**config.mk**
```make
export PLATFORM = sky130hd
export DESIGN_NAME = dra_sqrt
export DESIGN_NICKNAME = d
export VERILOG_FILES = /design/src/dra_pkg.sv /design/src/dra_sqrt.sv
export SDC_FILE = /design/constraint.sdc
export NUM_CORES = 1
export LEC_CHECK = 0
export BUFFER_PORTS_ARGS = -buffer_cell sky130_fd_sc_hd__buf_2
export CORE_ASPECT_RATIO = 0.9
export CORE_MARGIN = 2
export CORE_UTILIZATION = 44
export CTS_CLUSTER_SIZE = 40
export DETAILED_ROUTE_END_ITERATION = 8
export GPL_TIMING_DRIVEN = 0
export SYNTH_ARGS = -nofsm -noshare
export SYNTH_HDL_FRONTEND = slang
export SYNTH_SLANG_ARGS = --single-unit
```
**constraint.sdc**
```tcl
create_clock -name clk_i -period 8 [get_ports clk_i]
set_clock_uncertainty 0.2 [all_clocks]
set_input_delay 1.6 -clock clk_i [delete_from_list [all_inputs] [get_ports clk_i]]
set_output_delay 1.6 -clock clk_i [all_outputs]
set_load 0.03 [all_outputs]
```
**src/dra_pkg.sv**
```systemverilog
// ----------------------------------------------------------------------------
// dra_pkg: shared types, constants and helpers
// Fixed-point widths, sequencer states and phases, and the small index
// and rounding functions used by the rotation datapath.
// ----------------------------------------------------------------------------
package dra_pkg;

  localparam int FRAC  = 30;  // fraction bits of the kept matrix
  localparam int OP_W  = 34;  // multiplier operand width
  localparam int ACC_W = 2 * OP_W;
  localparam int RND_W = 40;  // width after rounding a product sum

  localparam logic signed [31:0]    ONE32 = 32'sd1 <<< FRAC;
  localparam logic signed [OP_W-1:0] ONE_OP = OP_W'(1) <<< FRAC;
  localparam logic signed [RND_W-1:0] ONE_R = RND_W'(1) <<< FRAC;

  typedef enum logic [3:0] {
    ST_IDLE,
    ST_ABS,
    ST_SHIFT,
    ST_MAC_A,
    ST_MAC_B,
    ST_MAC_RUN,
    ST_POST,
    ST_SQRT,
    ST_DSTART,
    ST_DIV,
    ST_COMMIT,
    ST_FINISH
  } state_e;

  typedef enum logic [3:0] {
    PH_NSQ,
    PH_NDIV,
    PH_CROSS,
    PH_DOT,
    PH_S2,
    PH_UDIV,
    PH_UU,
    PH_OMC,
    PH_SKEW,
    PH_MM
  } phase_e;

  function automatic logic [1:0] nxt3(input logic [1:0] i);
    logic [1:0] r;
    case (i)
      2'd0:    r = 2'd1;
      2'd1:    r = 2'd2;
      default: r = 2'd0;
    endcase
    return r;
  endfunction

  function automatic logic [1:0] row_of(input logic [3:0] e);
    logic [1:0] r;
    case (e)
      4'd0, 4'd1, 4'd2: r = 2'd0;
      4'd3, 4'd4, 4'd5: r = 2'd1;
      default:          r = 2'd2;
    endcase
    return r;
  endfunction

  function automatic logic [1:0] col_of(input logic [3:0] e);
    logic [1:0] r;
    case (e)
      4'd0, 4'd3, 4'd6: r = 2'd0;
      4'd1, 4'd4, 4'd7: r = 2'd1;
      default:          r = 2'd2;
    endcase
    return r;
  endfunction

  function automatic logic [3:0] ent(input logic [1:0] row, input logic [1:0] col);
    return ({2'b0, row} << 1) + {2'b0, row} + {2'b0, col};
  endfunction

  // Axis component that enters an off-diagonal entry through the cross matrix
  function automatic logic [1:0] skew_k(input logic [3:0] e);
    logic [1:0] r;
    case (e)
      4'd1, 4'd3: r = 2'd2;
      4'd2, 4'd6: r = 2'd1;
      default:    r = 2'd0;
    endcase
    return r;
  endfunction

  function automatic logic skew_neg(input logic [3:0] e);
    logic r;
    case (e)
      4'd1, 4'd5, 4'd6: r = 1'b1;
      default:          r = 1'b0;
    endcase
    return r;
  endfunction

  // Round half away from zero, dropping FRAC fraction bits
  function automatic logic signed [RND_W-1:0] rnd(input logic signed [ACC_W-1:0] v);
    logic [ACC_W-1:0] mag;
    logic [ACC_W-1:0] sh;
    logic [RND_W-1:0] m;
    mag = v[ACC_W-1] ? (~v + ACC_W'(1)) : v;
    sh  = (mag + (ACC_W'(1) << (FRAC - 1))) >> FRAC;
    m   = sh[RND_W-1:0];
    return v[ACC_W-1] ? signed'(~m + RND_W'(1)) : signed'(m);
  endfunction

  function automatic logic signed [31:0] sat(input logic signed [RND_W-1:0] v);
    logic signed [31:0] r;
    if (v > ONE_R) begin
      r = ONE32;
    end else if (v < -ONE_R) begin
      r = -ONE32;
    end else begin
      r = v[31:0];
    end
    return r;
  endfunction

endpackage

```
**src/dra_sqrt.sv**
```systemverilog
// ----------------------------------------------------------------------------
// dra_sqrt: digit-by-digit integer square root
// Two radicand bits per cycle, giving the floor of the root.
// ----------------------------------------------------------------------------
module dra_sqrt
  import dra_pkg::*;
(
  input  logic        clk_i,
  input  logic        rst_ni,
  input  logic        start_i,
  input  logic [63:0] x_i,
  output logic        done_o,
  output logic [31:0] root_o
);

  logic        busy_q, busy_d, done_q, done_d;
  logic [4:0]  cnt_q, cnt_d;
  logic [63:0] rad_q, rad_d;
  logic [34:0] rem_q, rem_d, rem_sh, trial;
  logic [31:0] root_q, root_d;
  logic        ge;

  assign rem_sh = {rem_q[32:0], rad_q[63:62]};
  assign trial  = {1'b0, root_q, 2'b01};
  assign ge     = rem_sh >= trial;

  always_comb begin
    busy_d = busy_q;
    done_d = 1'b0;
    cnt_d  = cnt_q;
    rad_d  = rad_q;
    rem_d  = rem_q;
    root_d = root_q;
    if (start_i) begin
      busy_d = 1'b1;
      cnt_d  = '0;
      rad_d  = x_i;
      rem_d  = '0;
      root_d = '0;
    end else if (busy_q) begin
      rem_d  = ge ? rem_sh - trial : rem_sh;
      root_d = {root_q[30:0], ge};
      rad_d  = rad_q << 2;
      cnt_d  = cnt_q + 5'd1;
      if (cnt_q == 5'd31) begin
        busy_d = 1'b0;
        done_d = 1'b1;
      end
    end
  end

  always_ff @(posedge clk_i or negedge rst_ni) begin
    if (!rst_ni) begin
      busy_q <= 1'b0;
      done_q <= 1'b0;
    end else begin
      busy_q <= busy_d;
      done_q <= done_d;
    end
  end

  always_ff @(posedge clk_i) begin
    cnt_q  <= cnt_d;
    rad_q  <= rad_d;
    rem_q  <= rem_d;
    root_q <= root_d;
  end

  assign done_o = done_q;
  assign root_o = root_q;

endmodule

```
==> metrics.cfg <==
[synthesis]
post_synth_main_area_contributors=edfxtp_1, dfxtp_1, mux2_2
yosys_register_bits=136
postSynthAreaPerCell_um2=10.4
netlist.area_leader.share_pct=25.6
total_nets_after_synthesis=825
mappedNetlistArea_um2=7520
synth-edff-count=64
syn_inst=722
ys.warnings.count=0
synth_ff_type=dfxtp_1
netlist-cell-type-count=55
synth.yosys.seq_area_share_pct=44.9
async_reset_ff_share_pct=1.47
yosysTopAreaCell=edfxtp_1

[global_route]
grt_max_degree=37
antenna_found_initial=3
grt_pass1_wl_um=28800
first_global_vias=5668
grt_usage_pct=20.1
grt_overflow=0

[final_layout]
regArea_um2=3370
areaGrowthSynthToFinish_pct=17.7
mostFrequentLayoutCell=buf_2
drive_above_1_share_pct=24.6
nFillCells=1572
layout_common_cells=buf_2, nor2_1, dfxtp_1
design.final.nets=943
number_of_antenna_diodes=0
multi_input_comb_area_um2=3800

[sta]
max-slew-margin-rel_pct=41.1
final-setup-viol-count=0
final_hold_viol_count=0
slew_violations=0
period_share_pct=45.3
rsz0062_at_grt=no
finalWorstPathRequiredPeriod_ns=3.62
tightestPinTransition_ns=0.883
setup_total_negative_slack_ns=0
maxClockFrequency_ghz=0.276

[route]
finalWirelength_um=17300
firstDrtPassIters=5
ant_nets=0
routed-via-count=5682
route.detailed.drc=0
routed_wire_length_per_instance_um=16.3
number_of_drc_violations_after_detailed_routing_iteration_0=379
vias_per_cell=5.34

[critical_path]
r2r_setup_slack_ns=4.48
critPathSlowestCell=nor2_1
worstPathCellList=clkbuf_1 > nor2_1 > clkbuf_1 > inv_2 > buf_12
worst_path_largest_cell_delay_ns=0.58
crit_path_end_kind=register
worstPathBufferInverterCount=4
cp.required_ns=7.96
critPathMaxFanout=36
path_delay_family=buffers and inverters
crit_path_start_kind=input pin
critical_path_arrival_ns=3.58
critical_path.most_common_cell=clkbuf_1
critPathKind=in -> reg

[floorplanning]
start_util_pct=44.8
rows=45
design.portCount=100
core_area_um2=16800
die_width_um=142
dieArea_um2=18100
die_y_um=128

[pwr]
p_total_mw=3.17
power.density_nw_per_um2=358
leakagePower_nw=4.02
ir_drop_mv=0.230

[status]
status=finished clean

[place]
detailedPlacementHpwl_um=12800
gpl.final_weighted_congestion=0.952
port_buffers=98

[clock_network]
inserted_clock_buffers=17
post_cts.resized_instances=0
ctsLongestPathBuffers=2
cts-hold-fix-buffers=0
path_clk_slew_ns=0.06
cts_tree=yes
cts_setup_buffers=0
h_tree_levels=4
clock_tree_root=clkbuf_16
clock_sinks=136
clock_insertion_delay_worst_skew_ns=0.42

[run]
maxCapViolations=0

[worst_hold_path]
worst_min_path_class=reg -> reg

==> power by group <==
part           internal (mW)  leakage (nW)  switching (mW)  total (mW)
logic                  0.699          2.48           0.818        1.52
registers              0.835          1.28          0.0676       0.903
clock network          0.431         0.262           0.315       0.746
total                   1.97          4.02            1.20        3.17
==> state kept, by name, indices dropped and copies added, names as in the netlist <==
register  flops
busy_q        1
rad_q        64
done_o        1
root_o       32
cnt_q         5
rem_q        33
==> worst register-to-register path: cells and delay by family (launching register included) <==
family,cells,cell delay (ns)
AOI/OAI and AO/OA,6,1.55
adders and majority gates,1,0.37
buffers and inverters,2,0.23
DFF,1,0.40
muxes,1,0.12
and+or+nand+nor,2,0.56
==> final cells by class <==
class	count	area share, %
multi-input combinational	506	42.9
sequential	136	38.1
timing repair buffer	99	5.77
clock buffer	19	4.89
tap	211	2.98
buffer	36	2.05
inverter	44	1.87
clock inverter	13	1.39
==> metal layers <==
layer,vias to the layer above,GRT usage (%),wire length [µm]
li1,2840,-,-
met1,2681,27.8,8310
met2,138,30.0,7680
met3,19,7.10,1110
met4,4,5.76,171
met5,-,0,21
==> worst paths after layout <==
check,cells past startpoint,to,from
max in group asynchronous,1,done_o,rst_ni
min in group asynchronous,1,busy_q,rst_ni
max reg2reg,12,rem_q[19],root_o[4]
max,5,rad_q[11],start_i
min,2,rem_q[31],rem_q[31]
min reg2reg,2,rem_q[31],rem_q[31]
==> cells by family after synthesis <==
group	after synthesis	synth area share (%)
compound gates	138	12.6
xor+xnor	34	3.96
fa+ha+maj	36	5.99
buf+inv	80	4.61
flops	136	44.9
mux	121	17.1
simple gates	177	10.8
==> per-stage QoR <==
| stage | cells | util [%] | hold slack [ns] | setup slack [ns] | cell area, µm² |
|---|---|---|---|---|---|
| 6_report | 1064 | 52.7 | 0.270 | 4.38 | 8850 |
| 5_1_grt | 1064 | 52.7 | 0.295 | 4.19 | 8850 |
| 4_1_cts | 1064 | 52.7 | 0.269 | 4.35 | 8850 |
| 3_5_place_dp | 1032 | 49.4 | 0.260 | 3.91 | 8290 |
| 3_3_place_gp | 1031 | 49.3 | 0.247 | 3.11 | 8270 |
| 2_1_floorplan | 722 | - | 0.232 | 3.98 | 7520 |
==> cells in the mapped netlist (3+ instances only) <==
cell      count
xnor2_1      16
nand3_2       3
dfxtp_1      70
clkbuf_1     24
o21ai_1      10
edfxtp_1     64
buf_2         5
nand4_1       7
and3_1        5
buf_1         4
xor2_1       18
inv_1        44
a211oi_1     17
o21a_1        5
o311ai_0      3
nand4b_1      4
a31oi_1       4
ha_1         36
nor3_1        6
o21bai_1      8
nor2_1       75
mux2_2       62
nand3_1      14
o21ai_0      13
mux2i_1      59
nand2_1      44
nand2b_1      8
a21o_1       19
a221o_1       3
nor2b_1       3
a21oi_1      38
No activity file was read; power rests on OpenSTA's default activity.
