--- config.mk ---
export PLATFORM = sky130hd
export DESIGN_NAME = dra_mul
export DESIGN_NICKNAME = d
export VERILOG_FILES = /design/src/dra_pkg.sv /design/src/dra_mul.sv
export SDC_FILE = /design/constraint.sdc
export NUM_CORES = 1
export LEC_CHECK = 0
export BUFFER_PORTS_ARGS = -buffer_cell sky130_fd_sc_hd__buf_2
export CAP_MARGIN = 20
export CORE_ASPECT_RATIO = 2
export CORE_MARGIN = 3
export CORE_UTILIZATION = 65
export DETAILED_ROUTE_END_ITERATION = 6
export PLACE_DENSITY = 0.95
export SYNTH_ARGS = -nofsm -noshare
export SYNTH_HDL_FRONTEND = slang
export SYNTH_SLANG_ARGS = --single-unit
--- constraint.sdc ---
create_clock -name clk_i -period 15.7 [get_ports clk_i]
set_clock_uncertainty 0.2 [all_clocks]
set_input_delay 3.14 -clock clk_i [delete_from_list [all_inputs] [get_ports clk_i]]
set_output_delay 3.14 -clock clk_i [all_outputs]
set_load 0.05 [all_outputs]
--- src/dra_pkg.sv ---
// ----------------------------------------------------------------------------
// dra_pkg: shared types, constants and helpers
// Fixed-point widths, sequencer states and phases, and the small index
// and rounding functions used by the rotation datapath.
// ----------------------------------------------------------------------------
package dra_pkg;

  localparam int FRAC  = 30;  // fraction bits of the kept matrix
  localparam int OP_W  = 34;  // multiplier operand width
  localparam int ACC_W = 2 * OP_W;
  localparam int RND_W = 40;  // width after rounding a product sum

  localparam logic signed [31:0]    ONE32 = 32'sd1 <<< FRAC;
  localparam logic signed [OP_W-1:0] ONE_OP = OP_W'(1) <<< FRAC;
  localparam logic signed [RND_W-1:0] ONE_R = RND_W'(1) <<< FRAC;

  typedef enum logic [3:0] {
    ST_IDLE,
    ST_ABS,
    ST_SHIFT,
    ST_MAC_A,
    ST_MAC_B,
    ST_MAC_RUN,
    ST_POST,
    ST_SQRT,
    ST_DSTART,
    ST_DIV,
    ST_COMMIT,
    ST_FINISH
  } state_e;

  typedef enum logic [3:0] {
    PH_NSQ,
    PH_NDIV,
    PH_CROSS,
    PH_DOT,
    PH_S2,
    PH_UDIV,
    PH_UU,
    PH_OMC,
    PH_SKEW,
    PH_MM
  } phase_e;

  function automatic logic [1:0] nxt3(input logic [1:0] i);
    logic [1:0] r;
    case (i)
      2'd0:    r = 2'd1;
      2'd1:    r = 2'd2;
      default: r = 2'd0;
    endcase
    return r;
  endfunction

  function automatic logic [1:0] row_of(input logic [3:0] e);
    logic [1:0] r;
    case (e)
      4'd0, 4'd1, 4'd2: r = 2'd0;
      4'd3, 4'd4, 4'd5: r = 2'd1;
      default:          r = 2'd2;
    endcase
    return r;
  endfunction

  function automatic logic [1:0] col_of(input logic [3:0] e);
    logic [1:0] r;
    case (e)
      4'd0, 4'd3, 4'd6: r = 2'd0;
      4'd1, 4'd4, 4'd7: r = 2'd1;
      default:          r = 2'd2;
    endcase
    return r;
  endfunction

  function automatic logic [3:0] ent(input logic [1:0] row, input logic [1:0] col);
    return ({2'b0, row} << 1) + {2'b0, row} + {2'b0, col};
  endfunction

  // Axis component that enters an off-diagonal entry through the cross matrix
  function automatic logic [1:0] skew_k(input logic [3:0] e);
    logic [1:0] r;
    case (e)
      4'd1, 4'd3: r = 2'd2;
      4'd2, 4'd6: r = 2'd1;
      default:    r = 2'd0;
    endcase
    return r;
  endfunction

  function automatic logic skew_neg(input logic [3:0] e);
    logic r;
    case (e)
      4'd1, 4'd5, 4'd6: r = 1'b1;
      default:          r = 1'b0;
    endcase
    return r;
  endfunction

  // Round half away from zero, dropping FRAC fraction bits
  function automatic logic signed [RND_W-1:0] rnd(input logic signed [ACC_W-1:0] v);
    logic [ACC_W-1:0] mag;
    logic [ACC_W-1:0] sh;
    logic [RND_W-1:0] m;
    mag = v[ACC_W-1] ? (~v + ACC_W'(1)) : v;
    sh  = (mag + (ACC_W'(1) << (FRAC - 1))) >> FRAC;
    m   = sh[RND_W-1:0];
    return v[ACC_W-1] ? signed'(~m + RND_W'(1)) : signed'(m);
  endfunction

  function automatic logic signed [31:0] sat(input logic signed [RND_W-1:0] v);
    logic signed [31:0] r;
    if (v > ONE_R) begin
      r = ONE32;
    end else if (v < -ONE_R) begin
      r = -ONE32;
    end else begin
      r = v[31:0];
    end
    return r;
  endfunction

endpackage

--- src/dra_mul.sv ---
// ----------------------------------------------------------------------------
// dra_mul: bit-serial signed multiplier
// Shift-add over one multiplier bit per cycle; the sign bit is subtracted.
// ----------------------------------------------------------------------------
module dra_mul
  import dra_pkg::*;
(
  input  logic                    clk_i,
  input  logic                    rst_ni,
  input  logic                    start_i,
  input  logic signed [OP_W-1:0]  a_i,
  input  logic signed [OP_W-1:0]  b_i,
  output logic                    done_o,
  output logic signed [ACC_W-1:0] prod_o
);

  localparam logic [5:0] LAST = 6'(OP_W - 1);

  logic                    busy_q, busy_d, done_q, done_d;
  logic [5:0]              cnt_q, cnt_d;
  logic signed [ACC_W-1:0] mcand_q, mcand_d, prod_q, prod_d;
  logic [OP_W-1:0]         mplier_q, mplier_d;

  always_comb begin
    busy_d   = busy_q;
    done_d   = 1'b0;
    cnt_d    = cnt_q;
    mcand_d  = mcand_q;
    prod_d   = prod_q;
    mplier_d = mplier_q;
    if (start_i) begin
      busy_d   = 1'b1;
      cnt_d    = '0;
      mcand_d  = ACC_W'(a_i);
      mplier_d = b_i;
      prod_d   = '0;
    end else if (busy_q) begin
      if (mplier_q[0]) begin
        prod_d = (cnt_q == LAST) ? prod_q - mcand_q : prod_q + mcand_q;
      end
      mcand_d  = mcand_q <<< 1;
      mplier_d = mplier_q >> 1;
      cnt_d    = cnt_q + 6'd1;
      if (cnt_q == LAST) begin
        busy_d = 1'b0;
        done_d = 1'b1;
      end
    end
  end

  always_ff @(posedge clk_i or negedge rst_ni) begin
    if (!rst_ni) begin
      busy_q <= 1'b0;
      done_q <= 1'b0;
    end else begin
      busy_q <= busy_d;
      done_q <= done_d;
    end
  end

  always_ff @(posedge clk_i) begin
    cnt_q    <= cnt_d;
    mcand_q  <= mcand_d;
    prod_q   <= prod_d;
    mplier_q <= mplier_d;
  end

  assign done_o = done_q;
  assign prod_o = prod_q;

endmodule

==> run_results.csv <==
group,metric,value,unit
drt,antenna_left,0,
yosys,yosysSeqAreaShare,37.0,%
timing,slew-limit-headroom,21.9,%
cts,cts.repair.resized,0,
pwr,clkPwrFrac,22.6,%
pwr,finalPower,1.95,mW
yosys,yosys_warnings,0,
pwr,seq_power_share,32.9,%
yosys,synthAdderAreaFrac,7.21,%
min_path,hold_path_end,"prod_o[14]$_SDFFE_PP0P_",
global_routing,met3_usage,8.19,%
setup_path,reg2reg_depth,17,
timing,worst_pin_slew,1.17,ns
pwr,switchingPower,0.875,mW
setup_path,crit_path_max_incr_delay,0.62,ns
die,dieWidth,104,µm
setup_path,crit_path_cell_trace,"or4_4 -> nor4_1 -> nand3_1 -> nor2_1 -> nand2_1 -> o21ai_0 -> xor2_1 -> ha_1 -> nand4_1 -> nor2_1 -> o31ai_1 -> inv_1 -> a211oi_1 -> o21ai_0 -> a31oi_1 -> o21ai_0 -> a221o_1",
cells_and_area,final_core_util,74.1,%
yosys,syn_nets,1534,
cells_and_area,finalNonFillerCells,1748,
global_routing,grt_antenna_before_repair,2,
cts,clk_latency,0.45,ns
yosys,synth.avg_cell_area,8.92,µm²
outcome,status,"finished with violations",
place,finalWeightedCongestion,1.00,
global_routing,grt-busiest-layer,"met2",
setup_path,crit_required,15.85,ns
timing,report.final.slew_viol_count,0,
die,design.die.area,0.0209,mm²
pwr,vdd_drop_max,0.000102,V
drt,drc,14,
place,dpl_cell_area,0.0132,mm²
cts,htreeDepth,4,
timing,finalHoldViolCount,0,
drt,initialDrtViolationCount,1167,
pwr,power.internal,1.08,mW
yosys,synthMuxAreaShare,5.79,%
setup_path,end_kind,"register",
setup_path,r2r-start,"mcand_q[5]$_DFFE_PP_",
die,initial_core_util,66.9,%
cts,cts_tree,"built",
cts,post_cts_buffers,0,
cts,postCtsHoldBufs,0,
yosys,postSynthRegisterBits,178,
min_path,min_from,"prod_o[14]$_SDFFE_PP0P_",
global_routing,grt_max_degree,57,
yosys,synth_edf_count,102,
cts,clockRootBuffer,"clkbuf_16",
yosys,synthFlopType,"edfxtp_1",
min_path,holdPathStages,2,
setup_path,r2r_slack,8.79,ns
yosys,syn_area,0.0124,mm²
global_routing,grt_pass1_vias,11900,
yosys,synth_compound_gate_area_share,21.9,%
drt,routed_wl,41600,µm
setup_path,path_max_fanout,10,
die,core_area,0.0186,mm²
global_routing,grt_pass1_wl,63900,µm
min_path,min_path_type,"reg -> reg",
setup_path,slowest_stage,"a211oi_1",
die,io_pins,140,
pwr,power_frac_comb,44.4,%
cts,numClockSinks,178,
setup_path,worstSetupStartpointType,"register",
drt,viasPerCell,6.78,
timing,period_share,44.0,%
cells_and_area,multi_input_area,0.00727,mm²
setup_path,critPathKind,"reg -> reg",
timing,setup_violations,0,
cts,cts_buffer_depth,2,
global_routing,grt_overflow,0,
drt,vias,11900,
cells_and_area,nFillCells,1391,
timing,setup_tns,0,ns
die,die_h,201,µm
yosys,ys_types,76,
timing,max_freq,145,MHz
place,portBuffers,139,
cells_and_area,fin_nets,1623,
setup_path,worst-path-buf-inv,1,
pwr,powerDensity,142,mW/mm²
timing,rsz0062_at_grt,"false",
global_routing,met2_usage,68.0,%
drt,firstDrtPassIters,7,
global_routing,met1_usage,37.2,%
pwr,swShare,44.8,%
outcome,violations,"design-rule violations",
yosys,synth_cells,1392,
cts,cts_made_buffers,17,
drt,wl_per_cell,23.8,µm
yosys,async_flop_share,1.12,%
die,rows,70,
setup_path,cp_top_family,"compound AO/OA/AOI/OAI gates",
setup_path,arrival,7.05,ns
pwr,p_leak,5.86,nW
yosys,synth_top_family_by_area,"compound AO/OA/AOI/OAI gates",
cells_and_area,areaGrowthSynthToFinish,10.8,%
timing,fin_crit,6.91,ns
place,hpwl,29800,µm
setup_path,path_common_cell,"o21ai_0",
cells_and_area,seqCellArea,0.00459,mm²
yosys,synth_xor_area_share,8.25,%
cells_and_area,fin_area,0.0138,mm²
yosys,synthSimpleGateAreaFrac,15.4,%
cts,clk_pin_slew,0.08,ns
setup_path,rr_endpoint,"prod_o[61]$_SDFFE_PP0P_",
global_routing,grtUsageTotal,39.3,%
place,dp.cells,1714,
cells_and_area,drive_gt1_share,17.3,%
run,drv_cap,0,
cells in the final DEF, fill, tap and decap left out, drive strengths merged, types with 19 or more instances in the layout:
cell type,synthesis,layout
xor2,43,43
mux2,63,63
nand3,31,31
inv,63,70
a21oi,135,135
xnor2,74,74
dfxtp,74,74
o21ai,120,120
ha,70,70
nor2,64,64
nand2,158,158
o31ai,19,19
edfxtp,102,102
buf,10,146
nand4,29,29
a21o,37,37
worst reg2reg max path: stages, from the launching register on:
cell,delay [ns]
edfxtp_1,0.48
or4_4,0.58
nor4_1,0.53
nand3_1,0.44
nor2_1,0.37
nand2_1,0.20
o21ai_0,0.33
xor2_1,0.57
ha_1,0.47
nand4_1,0.23
nor2_1,0.07
o31ai_1,0.29
inv_1,0.07
a211oi_1,0.62
o21ai_0,0.31
a31oi_1,0.50
o21ai_0,0.22
a221o_1,0.31
worst max-delay path by stage:
stage | end | slack, ns | depth (start not counted) | startpoint
detailed placement | prod_o[60]$_SDFFE_PP0P_ | 9.34 | 15 | mcand_q[3]$_DFFE_PP_
floorplan | mcand_q[0]$_SDFFCE_PN0P_ | 10.10 | 3 | start_i
global route | prod_o[60]$_SDFFE_PP0P_ | 8.70 | 15 | mcand_q[3]$_DFFE_PP_
finish | prod_o[61]$_SDFFE_PP0P_ | 8.79 | 17 | mcand_q[5]$_DFFE_PP_
global placement | prod_o[60]$_SDFFE_PP0P_ | 9.46 | 15 | mcand_q[5]$_DFFE_PP_
CTS | prod_o[60]$_SDFFE_PP0P_ | 9.23 | 15 | mcand_q[3]$_DFFE_PP_
flip-flops by register name, indices dropped and copies added, names as in the netlist:
name / flops
mcand_q: 68
cnt_q: 6
prod_o: 68
busy_q: 1
mplier_q: 34
done_o: 1
power by group through the flow:
stage               Clock (mW)  Sequential (mW)  Combinational, mW
floorplan                    0            0.773              0.490
global placement             0            0.644              0.826
detailed placement           0            0.647              0.839
CTS                      0.442            0.638              0.847
global route             0.461            0.650              0.927
finish                   0.442            0.643              0.868
per-layer routing:
| layer | vias to the layer above | part of all wire, % |
|---|---|---|
| li1 | 5328 | - |
| met3 | 272 | 7.6 |
| met5 | - | 0 |
| met2 | 762 | 50 |
| met4 | 0 | 12 |
| met1 | 5492 | 31 |
stage by stage:
stage          worst slack, ns  hold slack, ns
3_3_place_gp              9.46           0.257
4_1_cts                   9.23           0.281
6_report                  8.79           0.279
2_1_floorplan            10.10           0.267
5_1_grt                   8.70           0.306
3_5_place_dp              9.34           0.269
synthesized netlist by cell type (5+ instances only):
| cell type | instances | share of area (%) |
|---|---|---|
| o21a_1 | 9 | 0.54 |
| nor2b_1 | 8 | 0.40 |
| and2_1 | 15 | 0.76 |
| nand2_1 | 157 | 4.7 |
| ha_1 | 70 | 7.1 |
| o21bai_1 | 9 | 0.54 |
| a21o_1 | 37 | 2.2 |
| nor2_1 | 63 | 1.9 |
| o2111a_1 | 6 | 0.54 |
| mux2_2 | 63 | 5.7 |
| a211oi_1 | 15 | 0.91 |
| clkbuf_1 | 66 | 2.0 |
| or4_1 | 5 | 0.30 |
| o211ai_1 | 9 | 0.54 |
| or2_2 | 5 | 0.25 |
| and3_1 | 15 | 0.76 |
| o41ai_1 | 11 | 0.78 |
| a31oi_1 | 11 | 0.55 |
| a221o_1 | 5 | 0.40 |
| nor4_1 | 8 | 0.40 |
| a21oi_1 | 135 | 5.4 |
| nand4_1 | 29 | 1.5 |
| dfxtp_1 | 74 | 12 |
| inv_1 | 63 | 1.9 |
| xor2_1 | 43 | 3.0 |
| nand3_1 | 31 | 1.2 |
| o21ai_0 | 120 | 4.8 |
| or3_1 | 12 | 0.60 |
| o2111ai_1 | 6 | 0.42 |
| xnor2_1 | 74 | 5.2 |
| edfxtp_1 | 102 | 25 |
| a2111oi_0 | 6 | 0.42 |
| nor3_1 | 18 | 0.73 |
| o31ai_1 | 19 | 1.1 |
area by class of cell:
| type | count | area share (%) |
|---|---|---|
| antenna | 2 | 0.0364 |
| clock buffer | 18 | 3.12 |
| clock inverter | 14 | 1.18 |
| inverter | 63 | 1.72 |
| multi-input combinational | 1075 | 52.8 |
| sequential | 178 | 33.4 |
| tap | 252 | 2.29 |
| timing repair buffer | 146 | 5.45 |
logic make-up after synthesis:
| group | after synthesis |
|---|---|
| simple gates | 389 |
| xor+xnor | 117 |
| compound gates | 434 |
| fa+ha+maj | 71 |
| mux | 64 |
| flops | 178 |
| buf+inv | 139 |
Note: power is estimated with default switching activity, not from simulation.
