## config.mk

```make
export PLATFORM = sky130hd
export DESIGN_NAME = dra_div
export DESIGN_NICKNAME = d
export VERILOG_FILES = /design/src/dra_pkg.sv /design/src/dra_div.sv
export SDC_FILE = /design/constraint.sdc
export NUM_CORES = 1
export LEC_CHECK = 0
export ABC_AREA = 1
export BUFFER_PORTS_ARGS = -buffer_cell sky130_fd_sc_hd__buf_2
export CELL_PAD_IN_SITES_DETAIL_PLACEMENT = 1
export CELL_PAD_IN_SITES_GLOBAL_PLACEMENT = 2
export CORE_ASPECT_RATIO = 1.5
export CORE_MARGIN = 3
export CORE_UTILIZATION = 33
export CTS_CLUSTER_SIZE = 14
export DETAILED_ROUTE_END_ITERATION = 12
export HOLD_SLACK_MARGIN = 0.02
export PLACE_DENSITY_LB_ADDON = 0.1
export SYNTH_ARGS = -nofsm -noshare
export SYNTH_HDL_FRONTEND = slang
export SYNTH_SLANG_ARGS = --single-unit
```

## constraint.sdc

```tcl
create_clock -name clk_i -period 3.8 [get_ports clk_i]
set_input_delay 0.57 -clock clk_i [delete_from_list [all_inputs] [get_ports clk_i]]
set_output_delay 0.57 -clock clk_i [all_outputs]
set_load 0.01 [all_outputs]
```

## src/dra_pkg.sv

```systemverilog
// ----------------------------------------------------------------------------
// dra_pkg: shared types, constants and helpers
// Fixed-point widths, sequencer states and phases, and the small index
// and rounding functions used by the rotation datapath.
// ----------------------------------------------------------------------------
package dra_pkg;

  localparam int FRAC  = 30;  // fraction bits of the kept matrix
  localparam int OP_W  = 34;  // multiplier operand width
  localparam int ACC_W = 2 * OP_W;
  localparam int RND_W = 40;  // width after rounding a product sum

  localparam logic signed [31:0]    ONE32 = 32'sd1 <<< FRAC;
  localparam logic signed [OP_W-1:0] ONE_OP = OP_W'(1) <<< FRAC;
  localparam logic signed [RND_W-1:0] ONE_R = RND_W'(1) <<< FRAC;

  typedef enum logic [3:0] {
    ST_IDLE,
    ST_ABS,
    ST_SHIFT,
    ST_MAC_A,
    ST_MAC_B,
    ST_MAC_RUN,
    ST_POST,
    ST_SQRT,
    ST_DSTART,
    ST_DIV,
    ST_COMMIT,
    ST_FINISH
  } state_e;

  typedef enum logic [3:0] {
    PH_NSQ,
    PH_NDIV,
    PH_CROSS,
    PH_DOT,
    PH_S2,
    PH_UDIV,
    PH_UU,
    PH_OMC,
    PH_SKEW,
    PH_MM
  } phase_e;

  function automatic logic [1:0] nxt3(input logic [1:0] i);
    logic [1:0] r;
    case (i)
      2'd0:    r = 2'd1;
      2'd1:    r = 2'd2;
      default: r = 2'd0;
    endcase
    return r;
  endfunction

  function automatic logic [1:0] row_of(input logic [3:0] e);
    logic [1:0] r;
    case (e)
      4'd0, 4'd1, 4'd2: r = 2'd0;
      4'd3, 4'd4, 4'd5: r = 2'd1;
      default:          r = 2'd2;
    endcase
    return r;
  endfunction

  function automatic logic [1:0] col_of(input logic [3:0] e);
    logic [1:0] r;
    case (e)
      4'd0, 4'd3, 4'd6: r = 2'd0;
      4'd1, 4'd4, 4'd7: r = 2'd1;
      default:          r = 2'd2;
    endcase
    return r;
  endfunction

  function automatic logic [3:0] ent(input logic [1:0] row, input logic [1:0] col);
    return ({2'b0, row} << 1) + {2'b0, row} + {2'b0, col};
  endfunction

  // Axis component that enters an off-diagonal entry through the cross matrix
  function automatic logic [1:0] skew_k(input logic [3:0] e);
    logic [1:0] r;
    case (e)
      4'd1, 4'd3: r = 2'd2;
      4'd2, 4'd6: r = 2'd1;
      default:    r = 2'd0;
    endcase
    return r;
  endfunction

  function automatic logic skew_neg(input logic [3:0] e);
    logic r;
    case (e)
      4'd1, 4'd5, 4'd6: r = 1'b1;
      default:          r = 1'b0;
    endcase
    return r;
  endfunction

  // Round half away from zero, dropping FRAC fraction bits
  function automatic logic signed [RND_W-1:0] rnd(input logic signed [ACC_W-1:0] v);
    logic [ACC_W-1:0] mag;
    logic [ACC_W-1:0] sh;
    logic [RND_W-1:0] m;
    mag = v[ACC_W-1] ? (~v + ACC_W'(1)) : v;
    sh  = (mag + (ACC_W'(1) << (FRAC - 1))) >> FRAC;
    m   = sh[RND_W-1:0];
    return v[ACC_W-1] ? signed'(~m + RND_W'(1)) : signed'(m);
  endfunction

  function automatic logic signed [31:0] sat(input logic signed [RND_W-1:0] v);
    logic signed [31:0] r;
    if (v > ONE_R) begin
      r = ONE32;
    end else if (v < -ONE_R) begin
      r = -ONE32;
    end else begin
      r = v[31:0];
    end
    return r;
  endfunction

endpackage

```

## src/dra_div.sv

```systemverilog
// ----------------------------------------------------------------------------
// dra_div: restoring unsigned divider
// One quotient bit per cycle, 64 by 32 bits.
// ----------------------------------------------------------------------------
module dra_div
  import dra_pkg::*;
(
  input  logic        clk_i,
  input  logic        rst_ni,
  input  logic        start_i,
  input  logic [63:0] num_i,
  input  logic [31:0] den_i,
  output logic        done_o,
  output logic [63:0] quo_o
);

  logic        busy_q, busy_d, done_q, done_d;
  logic [5:0]  cnt_q, cnt_d;
  logic [63:0] num_q, num_d, quo_q, quo_d;
  logic [31:0] den_q, den_d, rem_q, rem_d;
  logic [32:0] trial, diff;
  logic        ge;

  assign trial = {rem_q, num_q[63]};
  assign ge    = trial >= {1'b0, den_q};
  assign diff  = trial - {1'b0, den_q};

  always_comb begin
    busy_d = busy_q;
    done_d = 1'b0;
    cnt_d  = cnt_q;
    num_d  = num_q;
    quo_d  = quo_q;
    den_d  = den_q;
    rem_d  = rem_q;
    if (start_i) begin
      busy_d = 1'b1;
      cnt_d  = '0;
      num_d  = num_i;
      den_d  = den_i;
      rem_d  = '0;
      quo_d  = '0;
    end else if (busy_q) begin
      rem_d = ge ? diff[31:0] : trial[31:0];
      quo_d = {quo_q[62:0], ge};
      num_d = num_q << 1;
      cnt_d = cnt_q + 6'd1;
      if (cnt_q == 6'd63) begin
        busy_d = 1'b0;
        done_d = 1'b1;
      end
    end
  end

  always_ff @(posedge clk_i or negedge rst_ni) begin
    if (!rst_ni) begin
      busy_q <= 1'b0;
      done_q <= 1'b0;
    end else begin
      busy_q <= busy_d;
      done_q <= done_d;
    end
  end

  always_ff @(posedge clk_i) begin
    cnt_q <= cnt_d;
    num_q <= num_d;
    quo_q <= quo_d;
    den_q <= den_d;
    rem_q <= rem_d;
  end

  assign done_o = done_q;
  assign quo_o  = quo_q;

endmodule

```

==> summary.md, run 1 <==
| Metric | Value |
|---|---|
| CP startpoint kind | `flip-flop` |
| Cts bufs inserted | `17` |
| CTS H-Tree Depth | `4` |
| Mapped Nets | `roughly 1500` |
| Clk buf depth | `2` |
| Worst hold-check path type | `primary input to flip-flop` |
| Clock Latency Late Sink | `0.45 ns` |
| Cell family with most CP delay | `simple AND/OR/NAND/NOR gates` |
| Tcrit/Tclk final | `roughly 73%` |
| Wirelength per Cell | `16.5 um` |
| Initial Util | `33.7%` |
| Via count | `8800` |
| Main synth FF type | `dfxtp_1` |
| Fin. Hold Viols | `0` |
| Post-CTS setup buffers | `0` |
| Post-synth EDFFs | `96` |
| Largest net degree at the start of global routing | `63` |
| Buffers on Ports | `163` |
| YS warnings | `0` |
| Cells after Synth | `around 1300` |
| Critical path type | `flip-flop to flip-flop` |
| Worst Clk Skew | `between 0.015 and 0.02 ns` |
| Worst endpoint required time | `4.12 ns` |
| Final setup TNS | `0 ns` |
| Tightest Pin Transition | `1.06 ns` |
| Netlist cell types | `44` |
| Vias in the first global route | `roughly 9500` |
| GP Congestion | `0.878` |
| Nets | `1597` |
| Post-synth top area cell | `edfxtp_1` |
| Leakage | `6.09 nW` |
| Die height | `around 220 um` |
| Mapped Avg Cell Area | `7.79 um2` |
| Synth Cell Area | `roughly 0.01 mm2` |
| GRT overflow | `0` |
| Max Freq | `361 MHz` |
| Unrepaired setup endpoints after global routing | `no` |
| Clk root buf | `clkbuf_16` |
| Antenna violations before repair | `6` |
| Final core occ | `39.6%` |
| CTS tree | `built` |
| CP cell instances | `inv_1 -> ha_1 -> nand2_1 -> inv_1 -> nand2_2 -> inv_1 -> a21oi_1 -> nand2_2 -> nor2_8 -> nand2_8 -> nand2_4 -> nor2_1 -> nor2_1 -> nor2_1` |
| Core Region | `0.0304 mm2` |
| GRT Total Usage | `approximately a fifth` |
| Clock Pin Slew Worst Setup and Hold Paths | `0.09 ns` |
| Normalized max-slew margin | `29.1%` |
| Core Rows | `78` |
| Crit path largest cell delay | `approximately 0.40 ns` |
| Place WS | `1.02 ns` |
| Vias per Instance | `4.69` |
| Max Cap Violations | `0` |
| Status | `completed` |
| Clock sinks | `200` |
| Top cells by count, synth | `nand2_1 (468), inv_1 (218), dfxtp_1 (102), edfxtp_1 (96), nor2_1 (69)` |
| Power Dens Cells | `just over 600 mW/mm2` |
| Slowest CP cell | `ha_1` |
| Synth top area share | `28.1%` |
| Worst vdd ir | `0.287 mV` |
| Crit-path max FO | `35` |
| DRC Markers | `0` |
| Overall power consumption | `~7.4 mW` |
| 1st-pass router iterations | `5` |
| Io pins | `164` |
| Final Instance Count excl. Fillers | `approximately 1900` |
| Count leader, synth | `nand2_1` |
| Post-DRT Antenna Nets | `0` |
| Tmin final | `2.77 ns` |
| Bufs and invs on worst path | `3` |
| Die area | `roughly 0.033 mm2` |
| Placed insts | `1844` |
| Post-synthesis sequential area ratio | `48.5%` |
| Endpoint class of the critical path | `flip-flop` |
| WL final | `approximately 31000 um` |
| Slew Limit Fails | `0` |
| Detailed Route Iter0 Violations | `around 300` |
| Synth-to-layout area growth | `17.4%` |
| Final Setup Violations | `0` |
| Global-route wire length before repair | `49700 um` |
| Final HPWL DP | `roughly 24000 um` |
| Setup slack after layout | `between 1 and 1.5 ns` |
| Layout cell share with drive strength beyond 1 | `between 10% and 20%` |
| Die width | `150 um` |
| WP data arrival | `3.09 ns` |
| Synth area leaders | `edfxtp_1 (28%), dfxtp_1 (20%), nand2_1 (17%), inv_1 (8.0%), ha_1 (4.0%)` |
| Async S/R FF share, synth | `1.00%` |
| FF+latch count, synth | `200` |
## per-stage QoR
stage | instance area, um2 | hold slack, ns
final | 12100 | 0.289
after global routing | 12100 | 0.264
after CTS | 12000 | 0.258
after detailed placement | 11400 | 0.357
after global placement | 11400 | 0.357
after floorplan | 10300 | 0.274
## worst reg2reg max path, delay by kind of cell, from the launching register on
kind                     cells  cell delay, ns
AO/OA/AOI/OAI                1            0.23
buffers and inverters        3            0.15
adder cells (fa/ha/maj)      1            0.40
flip-flops                   1            0.32
AND/OR/NAND/NOR              9            1.55
## cells in the final DEF, fill, tap and decap left out, types with 17 or more instances in the layout
cell / n
nand3_1: 65
clkbuf_16: 17
buf_2: 162
o22ai_1: 61
nand4_1: 31
inv_1: 217
a21oi_1: 26
edfxtp_1: 96
dfxtp_1: 102
nand2_1: 468
nor2_1: 69
ha_1: 33
## final timing paths
path / startpoint / to / slack, ns / depth (start not counted)
worst max-delay path: den_q[30] / rem_q[22] / 1.03 / 14
worst min-delay path: den_i[9] / den_q[9] / 0.29 / 1
worst max register to register: den_q[30] / rem_q[22] / 1.03 / 14
worst min register to register: rem_q[1] / rem_q[1] / 0.48 / 2
max in group asynchronous: rst_ni / busy_q / 3.22 / 2
min in group asynchronous: rst_ni / busy_q / 0.48 / 2
## registers in the layout (all words and copies together) (netlist names)
| name | count |
|---|---|
| den_q | 32 |
| done_o | 1 |
| quo_o | 64 |
| busy_q | 1 |
| cnt_q | 6 |
| num_q | 64 |
| rem_q | 32 |
## routing by layer
metal  vias up  global-route usage, %  routed length [um]
li1       4475                      -                   -
met1      4161                   21.4               12500
met2       119                   35.7               16800
met3        35                   4.09                1050
met4        10                   5.61                 587
met5         -                      0                  56
## layout make-up
type	instances	area, um2
well taps	400	500
multi-input cells	842	4200
diodes	1	2.50
clock inverters	15	164
clock buffers	17	425
inverters	230	866
fillers	3790	18400
flip-flops and latches	200	4980
repair buffers	173	921
## repair_timing
item,CTS,global route
hold buffers,1,0
gates resized for setup,0,0
hold endpoints to repair,2,0
## power breakdown
part           leakage [nW]  internal (mW)  total (mW)  switching [mW]
clock                 0.294          0.897        1.88           0.979
combinational          3.93          0.928        2.84            1.92
sequential             1.87           2.52        2.70           0.182
total                  6.09           4.35        7.42            3.08
## kinds of logic (layout without fill, tap and decap cells)
kind of cell	after synthesis	in the layout	synth area share, %
AOI/OAI and AO/OA	117	117	6.89
xor gates and xnor gates	9	9	0.768
adders and majority gates	34	34	4.22
buffers and inverters	275	435	10.7
DFF	200	200	48.5
other	0	1	0
and+or+nand+nor	682	682	29.0
No activity file was read; power rests on OpenSTA's default activity.
==> run 2: changes to the inputs <==
- CORE_UTILIZATION: 33 -> 30
- clock period: 3.8 -> 2.4 ns (I/O delays scaled with it)
==> summary.md, run 2 (synthesis results as in run 1) <==
| Metric | Value |
|---|---|
| GRT overflow | `0 (unchanged)` |
| Fill count | `4099 (+8.2%)` |
| Most frequent cells in the layout | `nand2_1 (452), inv_1 (215), buf_2 (162)` |
| Vias per Instance | `4.61 (-1.6%)` |
| Final setup TNS | `0 ns (unchanged)` |
| Slew Limit Fails | `0 (unchanged)` |
| Hold Startpoint | `den_i[7]` |
| Worst endpoint required time | `2.76 ns (-1.36 ns)` |
| Cts bufs inserted | `17 (unchanged)` |
| Die width | `157 um (+4.7%)` |
| Status | `completed` |
| Buffers on Ports | `163 (unchanged)` |
| WL final | `32600 um (+5.1%)` |
| Via count | `8975 (+2.0%)` |
| Io pins | `164 (unchanged)` |
| Worst vdd ir | `0.442 mV (+54%)` |
| Clock Pin Slew Worst Setup and Hold Paths | `0.09 ns (about the same)` |
| Core Region | `0.0335 mm2 (+10%)` |
| Layout cell share with drive strength beyond 1 | `23.3% (+5.7 points)` |
| Tightest Pin Transition | `1.05 ns (-0.00986 ns)` |
| Initial Util | `30.6% (-3.1 points)` |
| DRC Markers | `0 (unchanged)` |
| Global-route wire length before repair | `50600 um (+1.7%)` |
| Worst Clk Skew | `0.0111 ns (-0.00409 ns)` |
| Leakage | `6.36 nW (+4.5%)` |
| CTS tree | `built` |
| Max Cap Violations | `0 (unchanged)` |
| Final Setup Violations | `0 (unchanged)` |
| Reg2reg start | `den_q[18]` |
| WP data arrival | `2.64 ns (-0.45 ns)` |
| 1st-pass router iterations | `7 (+2)` |
| WHS Path Cells | `1 (unchanged)` |
| Clk root buf | `clkbuf_16` |
| Final HPWL DP | `24500 um (+4.1%)` |
| Die height | `233 um (+4.8%)` |
| CP startpoint kind | `flip-flop` |
| Die area | `0.0365 mm2 (+9.7%)` |
| Antenna violations before repair | `5 (-1)` |
| Core Rows | `82 (+5.1%)` |
| Clock Latency Late Sink | `0.46 ns (about the same)` |
| Worst R2R Setup Slack | `0.12 ns (-0.91 ns)` |
| Tmin final | `2.28 ns (-0.488 ns)` |
| Clock sinks | `200 (unchanged)` |
| Worst hold-check path type | `primary input to flip-flop` |
| Fin. Hold Viols | `0 (unchanged)` |
| Largest net degree at the start of global routing | `92 (+46%)` |
| Post-route cell area | `0.0128 mm2 (+6.3%)` |
| Nets | `1645 (+3.0%)` |
| Most common cell after layout, fill and taps aside | `nand2_1` |
| Vias in the first global route | `9626 (+1.2%)` |
| Tcrit/Tclk final | `95.0% (+22 points)` |
| GRT Total Usage | `17.9% (-1.3 points)` |
| Power Dens Cells | `1020 mW/mm2 (+65%)` |
| Synth-to-layout area growth | `24.8%` |
| Wirelength per Cell | `16.8 um (+1.4%)` |
| Hold Path Sink | `den_q[7]` |
| Detailed Route Iter0 Violations | `319 (+5.6%)` |
| CTS H-Tree Depth | `4 (unchanged)` |
| Crit-path max FO | `5 (-86%)` |
| Reg2Reg Depth | `14 (unchanged)` |
| Normalized max-slew margin | `29.8% (+0.66 points)` |
| Dpl cell area | `0.0118 mm2 (+3.2%)` |
| GP Congestion | `0.846 (-3.7%)` |
| Critical path type | `flip-flop to flip-flop` |
| Max Freq | `438 MHz (+21%)` |
| FF-to-FF End | `rem_q[31]` |
| Endpoint class of the critical path | `flip-flop` |
| Clk buf depth | `2 (unchanged)` |
| Post-DRT Antenna Nets | `0 (unchanged)` |
==> run 2: timing repair <==
item                                    CTS  global route
endpoints found under the setup margin    4            33
hold buffers                              1             0
resized for setup                         2            60
pin swaps                                 0            15
hold endpoints to repair                  2             0
cloned                                    0             3
setup buffers                             0             9
==> run 2: layout make-up <==
class	instances	area (um2)	share of cell area [%]
timing repair buffer	219	1370	10.7
sequential	200	4980	38.8
multi-input combinational	844	4460	34.8
antenna	2	5.00	0.0391
tap	420	526	4.10
inverter	230	866	6.76
clock inverter	15	186	1.45
clock buffer	17	425	3.32
==> run 2: worst max path at each step <==
stage                   start   endpoint  slack, ns  cells past startpoint
finish              den_q[18]  rem_q[31]       0.12                     14
global route         den_q[2]  rem_q[30]      -0.02                     17
CTS                  den_q[6]  rem_q[27]       0.02                     13
detailed placement  num_q[63]  rem_q[30]      -0.06                     15
global placement    num_q[63]  rem_q[30]      -0.05                     15
floorplan              busy_q   num_q[0]       0.24                      4
==> run 2: layer usage <==
layer | vias up | part of all wire, % | global-route usage, %
li1 | 4577 | - | -
met1 | 4187 | 38 | 18.6
met2 | 143 | 54 | 33.9
met3 | 60 | 4.3 | 4.48
met4 | 8 | 3.1 | 6.68
met5 | - | 0.17 | 0
==> run 2: power breakdown <==
part / total [mW] / leakage, nW / internal, mW / switching, mW
Combinational: 5.72 / 4.19 / 2.27 / 3.44
Sequential: 4.29 / 1.87 / 3.99 / 0.298
Clock: 3.04 / 0.301 / 1.45 / 1.59
Total: 13.0 / 6.36 / 7.71 / 5.33
==> run 2: per-stage QoR <==
stage / hold WS (ns) / worst slack, ns / util, % / instances / power [mW]
final: 0.0692 / 0.119 / 38.2 / 1947 / 13.0
after floorplan: 0.0644 / 0.242 / - / 1317 / 7.66
after global routing: 0.0434 / -0.0188 / 38.2 / 1946 / 14.0
after detailed placement: 0.147 / -0.0639 / 35.2 / 1900 / 9.54
after CTS: 0.0421 / 0.0174 / 37.1 / 1933 / 12.6
after global placement: 0.146 / -0.0507 / 35.2 / 1900 / 9.50
==> run 2: critical path, cell delays in order (launching register included) <==
cell and delay, ns:
edfxtp_1 0.34, inv_1 0.07, ha_4 0.29, nand2_1 0.07, buf_4 0.15, nor2_4 0.10, inv_2 0.06, nor4_4 0.39
nand2_8 0.15, nand2_8 0.16, buf_4 0.13, buf_4 0.09, nand3_1 0.07, nand2_1 0.07, nand2_1 0.04
